<file path="config.mk">
export PLATFORM = sky130hd
export DESIGN_NAME = bsc_temp
export DESIGN_NICKNAME = d
export VERILOG_FILES = /design/src/sv/bsc_pkg.sv /design/src/sv/bsc_temp.sv
export SDC_FILE = /design/constraint.sdc
export NUM_CORES = 2
export LEC_CHECK = 0
export ABC_AREA = 1
export BUFFER_PORTS_ARGS = -buffer_cell sky130_fd_sc_hd__buf_2
export CORE_UTILIZATION = 50
export DETAILED_ROUTE_END_ITERATION = 6
export GPL_ROUTABILITY_DRIVEN = 1
export MAX_ROUTING_LAYER = met4
export PLACE_DENSITY = 0.68
export SLEW_MARGIN = 5
export SYNTH_ARGS = -nofsm -noshare
export SYNTH_HDL_FRONTEND = slang
export SYNTH_SLANG_ARGS = --single-unit
</file>
<file path="constraint.sdc">
create_clock -name clock -period 16.9 [get_ports clock]
set_input_delay 1.69 -clock clock [delete_from_list [all_inputs] [get_ports clock]]
set_output_delay 1.69 -clock clock [all_outputs]
set_load 0.02 [all_outputs]
</file>
<file path="src/sv/bsc_pkg.sv">
`timescale 1ns / 1ps
// Shared types, constants and helper functions for the barometer sample compensation block.
// Depends on nothing; every other file of the block imports it.
package bsc_pkg;

   // Divisor magnitude width: the divisor is a 64-bit value shifted right by 33.
   localparam int DEN_W      = 31;
   // One quotient bit is resolved per divider stage.
   localparam int DIV_STAGES = 64;

   localparam logic [32:0] TEMP_OFFSET = 33'd128000;
   localparam logic [20:0] PRESS_BASE  = 21'd1048576;
   localparam logic [11:0] PRESS_SCALE = 12'd3125;
   localparam logic [63:0] CAL_BIAS    = 64'h0000_8000_0000_0000;

   // Configuration register indexes.
   typedef enum logic [1:0] {
      CSR_TEMP_CAL   = 2'd0,
      CSR_PRESS_LOW  = 2'd1,
      CSR_PRESS_MID  = 2'd2,
      CSR_PRESS_HIGH = 2'd3
   } csr_index_type;

   typedef struct packed {
      logic [19:0] raw_temperature;
      logic [19:0] raw_pressure;
   } bsc_req_type;

   typedef struct packed {
      logic signed [31:0] temperature_centi;
      logic signed [31:0] fine_temperature;
      logic [31:0]        pressure_q24_8;
      logic               divisor_zero;
   } bsc_rsp_type;

   // Calibration words unpacked from the configuration registers.
   typedef struct packed {
      logic [15:0]        t1;
      logic signed [15:0] t2;
      logic signed [15:0] t3;
      logic [15:0]        p1;
      logic signed [15:0] p2;
      logic signed [15:0] p3;
      logic signed [15:0] p4;
      logic signed [15:0] p5;
      logic signed [15:0] p6;
      logic signed [15:0] p7;
      logic signed [15:0] p8;
      logic signed [15:0] p9;
   } bsc_cal_type;

   // Temperature section to pressure section.
   typedef struct packed {
      logic               valid;
      logic signed [31:0] centi;
      logic signed [31:0] fine;
      logic signed [32:0] v1;
      logic [19:0]        adc_p;
   } bsc_tmp_type;

   // Pressure set-up section to divider.
   typedef struct packed {
      logic               valid;
      logic signed [31:0] centi;
      logic signed [31:0] fine;
      logic [63:0]        num;
      logic [DEN_W-1:0]   den;
   } bsc_pre_type;

   // One divider stage; nq holds the remaining dividend bits and the quotient bits so far.
   typedef struct packed {
      logic               valid;
      logic signed [31:0] centi;
      logic signed [31:0] fine;
      logic               zero;
      logic               neg;
      logic [DEN_W-1:0]   dmag;
      logic [DEN_W-1:0]   rem;
      logic [63:0]        nq;
   } bsc_div_type;

   // Low partial product of a 32-bit slice and a signed 16-bit word, exact.
   function automatic logic signed [48:0] mul_lo_part(logic [31:0] a, logic signed [15:0] c);
      return $signed({1'b0, a}) * c;
   endfunction

   // High slice times a signed 16-bit word; only the low 32 bits matter.
   function automatic logic [31:0] mul_hi_part(logic [31:0] a, logic signed [15:0] c);
      logic [31:0] cx;
      cx = {{16{c[15]}}, c};
      return a * cx;
   endfunction

   // Join the two partial products into the low 64 bits of the full product.
   function automatic logic [63:0] join_part(logic signed [48:0] lo, logic [31:0] hi);
      return {{15{lo[48]}}, lo} + {hi, 32'd0};
   endfunction

endpackage

</file>
<file path="src/sv/bsc_temp.sv">
`timescale 1ns / 1ps
// Temperature section: five register stages that form the fine temperature,
// the temperature in hundredths of a degree and the pressure offset term. Uses bsc_pkg.
module bsc_temp (
   input  logic                 clock,
   input  logic                 reset,
   input  logic                 adv,
   input  logic                 up_valid,
   input  bsc_pkg::bsc_req_type up_data,
   input  bsc_pkg::bsc_cal_type cal,
   output bsc_pkg::bsc_tmp_type dn
);
   import bsc_pkg::*;

   logic               s1_valid_ff, s2_valid_ff, s3_valid_ff, s4_valid_ff, s5_valid_ff;
   logic signed [17:0] s1_x_ff;
   logic signed [16:0] s1_d_ff;
   logic [19:0]        s1_adc_p_ff, s2_adc_p_ff, s3_adc_p_ff, s4_adc_p_ff, s5_adc_p_ff;
   logic signed [33:0] xa_full, dd_full;
   logic [31:0]        s2_xa_ff, s2_dd_ff;
   logic signed [35:0] bp_full;
   logic [31:0]        s3_a_ff, s3_bp_ff;
   logic [31:0]        s4_fine_ff;
   logic [31:0]        c5_in;
   logic [31:0]        s5_centi_ff, s5_fine_ff;
   logic [32:0]        s5_v1_ff;

   // Valid bits follow the words through the stages.
   always_ff @(posedge clock) begin
      if (reset) begin
         s1_valid_ff <= 1'b0;
         s2_valid_ff <= 1'b0;
         s3_valid_ff <= 1'b0;
         s4_valid_ff <= 1'b0;
         s5_valid_ff <= 1'b0;
      end else if (adv) begin
         s1_valid_ff <= up_valid;
         s2_valid_ff <= s1_valid_ff;
         s3_valid_ff <= s2_valid_ff;
         s4_valid_ff <= s3_valid_ff;
         s5_valid_ff <= s4_valid_ff;
      end
   end

   // Stage 1: the two differences against T1.
   always_ff @(posedge clock) begin
      if (adv) begin
         s1_x_ff     <= $signed({1'b0, up_data.raw_temperature[19:3]})
                        - $signed({1'b0, cal.t1, 1'b0});
         s1_d_ff     <= $signed({1'b0, up_data.raw_temperature[19:4]})
                        - $signed({1'b0, cal.t1});
         s1_adc_p_ff <= up_data.raw_pressure;
      end
   end

   // Stage 2: linear and square products, wrapped to 32 bits.
   assign xa_full = s1_x_ff * cal.t2;
   assign dd_full = s1_d_ff * s1_d_ff;

   always_ff @(posedge clock) begin
      if (adv) begin
         s2_xa_ff    <= xa_full[31:0];
         s2_dd_ff    <= dd_full[31:0];
         s2_adc_p_ff <= s1_adc_p_ff;
      end
   end

   // Stage 3: scale the linear term and multiply the square term by T3.
   assign bp_full = $signed(s2_dd_ff[31:12]) * cal.t3;

   always_ff @(posedge clock) begin
      if (adv) begin
         s3_a_ff     <= $signed(s2_xa_ff) >>> 11;
         s3_bp_ff    <= bp_full[31:0];
         s3_adc_p_ff <= s2_adc_p_ff;
      end
   end

   // Stage 4: the fine temperature.
   always_ff @(posedge clock) begin
      if (adv) begin
         s4_fine_ff  <= s3_a_ff + 32'($signed(s3_bp_ff) >>> 14);
         s4_adc_p_ff <= s3_adc_p_ff;
      end
   end

   // Stage 5: rounded temperature and the signed offset for the pressure formula.
   assign c5_in = s4_fine_ff + {s4_fine_ff[29:0], 2'd0} + 32'd128;

   always_ff @(posedge clock) begin
      if (adv) begin
         s5_centi_ff <= $signed(c5_in) >>> 8;
         s5_fine_ff  <= s4_fine_ff;
         s5_v1_ff    <= {s4_fine_ff[31], s4_fine_ff} - TEMP_OFFSET;
         s5_adc_p_ff <= s4_adc_p_ff;
      end
   end

   assign dn.valid = s5_valid_ff;
   assign dn.centi = s5_centi_ff;
   assign dn.fine  = s5_fine_ff;
   assign dn.v1    = s5_v1_ff;
   assign dn.adc_p = s5_adc_p_ff;

endmodule

</file>
==> results.cfg <==
[critical_path]
critPathMaxFanout = 18
cp.arrival_ns = 7.58
critical_path_buf_inv_count = 6
slowest_delay_ns = 0.77
path_common_cell = fa_1
crit_type = in -> reg
r2r-end = s2_dd_ff[29]
required_ns = 17.25
reg2reg_from = s1_x_ff[17]
cp-start-kind = input port
critPathSlowestCell = fa_1
cp_top_family = adder cells
regToRegSetupSlack_ns = 10.20
ff2ff_path_depth = 20
crit_chain = buf_2, nand2_1, inv_1, fa_1, inv_1, fa_1, inv_1, fa_1, fa_1, fa_1, fa_1, ha_1, nand2_1, nor2_1, inv_1, nor4_1, and3_1, nand2_1, nand3_1, inv_1, nand2_1, nand2_1
critPathCaptureType = register

[routing]
drc_errors = 0
wl_mm = 99.3
ant_nets = 0
drtIter0Drc = 1803
vias = 31253
via_per_inst = 4.96
routedWlPerCell_um = 15.8
dr.pass1.iters = 6

[logic_synthesis]
synth_common_cells = inv_1 (1477), nand2_1 (1120), fa_1 (814), ha_1 (309), edfxtp_1 (279)
yosys.cell_types.count = 52
syn_area_per_cell_um2 = 8.78
synth.most_common_cell = inv_1
synth-seq-cells = 284
synthSimpleGateAreaFrac = 0.138
synth_compound_area_frac = 0.0389
yosys.area.top_type = fa_1
synthXorXnorAreaFrac = 0.0323
synth_top_area_frac = 0.367
async_flop_share = 0
synthTopCellsByArea = fa_1 (37%), edfxtp_1 (19%), inv_1 (12%)
synth_nets = 6421
synthMuxAreaShare = 0
synthAdderAreaFrac = 0.454
synth_edf_count = 279
yosysWarnings = 0
synth_top_family_by_area = adder cells
synth_area_um2 = 44400
ys_seq_area_frac = 0.191
syn_inst = 5062
synth_ff_type = edfxtp_1

[final_layout]
diodes = 0
fill_cells = 8085
fin_util = 0.540
area_growth_pct = 6.17
layout.nets = 6482
finalNonFillerCells = 6303
drive_above_1_share = 0.0688
fin_area_um2 = 47200

[timing]
period_needed_ns = 7.22
fin_setup_tns_ns = 0
setup_viol = 0
slew_viol_final = 0
rsz0062_at_grt = false
hold_violations = 0
tightest_slew_ns = 0.986
fin_skew_ns = 0.0271
slew_headroom = 0.342
clock.fmax_mhz = 138
finalCritPeriodShare = 0.427

[job]
drv_cap = 0

[floorplan]
die_w_um = 300
core_area_um2 = 87400
io_pins = 354
initial_core_util = 0.508
dieArea_um2 = 90100
rows = 108
die_height_um = 300

[grt]
grt_pass1_vias = 33031
grt-ovfl-total = 0
grt_usage = 0.238
grt_pass1_wl_mm = 166
grt_max_degree = 85
grt_antenna_before_repair = 0

[min_path]
holdCritStartpoint = s4_adc_p_ff[6]
hold_path.class = reg -> reg
hold_end = s5_adc_p_ff[6]
holdPathStages = 0

[clocking]
cts.sinks = 284
post-cts-setup-buffer-count = 0
path_clk_slew_ns = 0.06
clockRootBuffer = clkbuf_16
clk_latency_ns = 0.63
hold_buffers = 0
ctsHtreeMaxLevel = 1
cts_tree = built
postCtsResizedCells = 0
clock_path_buffers = 3
cts_made_buffers = 31

[placement]
place_area_um2 = 46200
place_inst = 6245
io_buffers = 206
dp_hpwl_mm = 79.3
gp_congestion = 0.932

[run_status]
status = complete, no violations
[sequential cells by signal (all words and copies together), names as in the netlist, 13 cells and up]
register and cells:
s5_centi_ff 24, s4_fine_ff 22, s5_fine_ff 22, s2_xa_ff 21, s3_a_ff 21, s1_adc_p_ff 20
s2_adc_p_ff 20, s2_dd_ff 20, s3_adc_p_ff 20, s4_adc_p_ff 20, s5_adc_p_ff 20, s1_x_ff 18
s3_bp_ff 18, s5_v1_ff 13
[layer usage]
| metal | vias up | GRT usage | wire, um |
|---|---|---|---|
| met5 | - | - | 0 |
| met4 | 0 | 0.0559 | 2350 |
| met3 | 129 | 0.0238 | 5100 |
| met2 | 783 | 0.405 | 49800 |
| met1 | 15495 | 0.307 | 42100 |
| li1 | 14846 | - | - |
[cell type report]
cell class,count,area (um2),share of cell area
inverter,1494,5610,0.119
tap,1155,1450,0.0306
clock buffer,39,806,0.0171
sequential,284,8480,0.180
timing repair buffer,226,1190,0.0252
clock inverter,19,200,0.00424
multi-input combinational,3086,29500,0.624
[cell families (layout without fill, tap and decap cells)]
logic type | Yosys count | after routing
flip-flops | 284 | 284
AO/OA/AOI/OAI | 306 | 306
AND/OR/NAND/NOR | 1494 | 1494
XOR/XNOR | 163 | 163
buffers and inverters | 1692 | 1778
adder cells (fa/ha/maj) | 1123 | 1123
[metrics by stage]
step / setup WS, ns / hold WS, ns
after detailed placement: 9.05 / 0.405
after global routing: 9.32 / 0.421
final: 9.68 / 0.414
after CTS: 9.72 / 0.418
after floorplan: 9.95 / 0.400
after global placement: 9.11 / 0.400
[cell usage in the layout (no fill, tap or decap), types with 54 or more instances in the layout]
| cell type | n |
|---|---|
| nand3_1 | 80 |
| fa_1 | 814 |
| xnor2_1 | 54 |
| o21ai_0 | 72 |
| xor2_1 | 108 |
| a21oi_1 | 155 |
| nor2_1 | 161 |
| nand2_1 | 1120 |
| ha_1 | 309 |
| buf_2 | 205 |
| edfxtp_1 | 279 |
| inv_1 | 1477 |
[worst max-delay path by stage]
stage / from / to / slack (ns) / cells after the start
6_report: cal[161] / s2_xa_ff[31] / 9.68 / 22
3_5_place_dp: cal[161] / s2_xa_ff[31] / 9.05 / 22
5_1_grt: cal[161] / s2_xa_ff[31] / 9.32 / 22
4_1_cts: cal[161] / s2_xa_ff[31] / 9.72 / 22
2_1_floorplan: cal[161] / s2_xa_ff[31] / 9.95 / 22
3_3_place_gp: cal[161] / s2_xa_ff[31] / 9.11 / 22
Power is not shown: default switching activity piles up to over one toggle a cycle in this logic, so the estimate is an artifact.
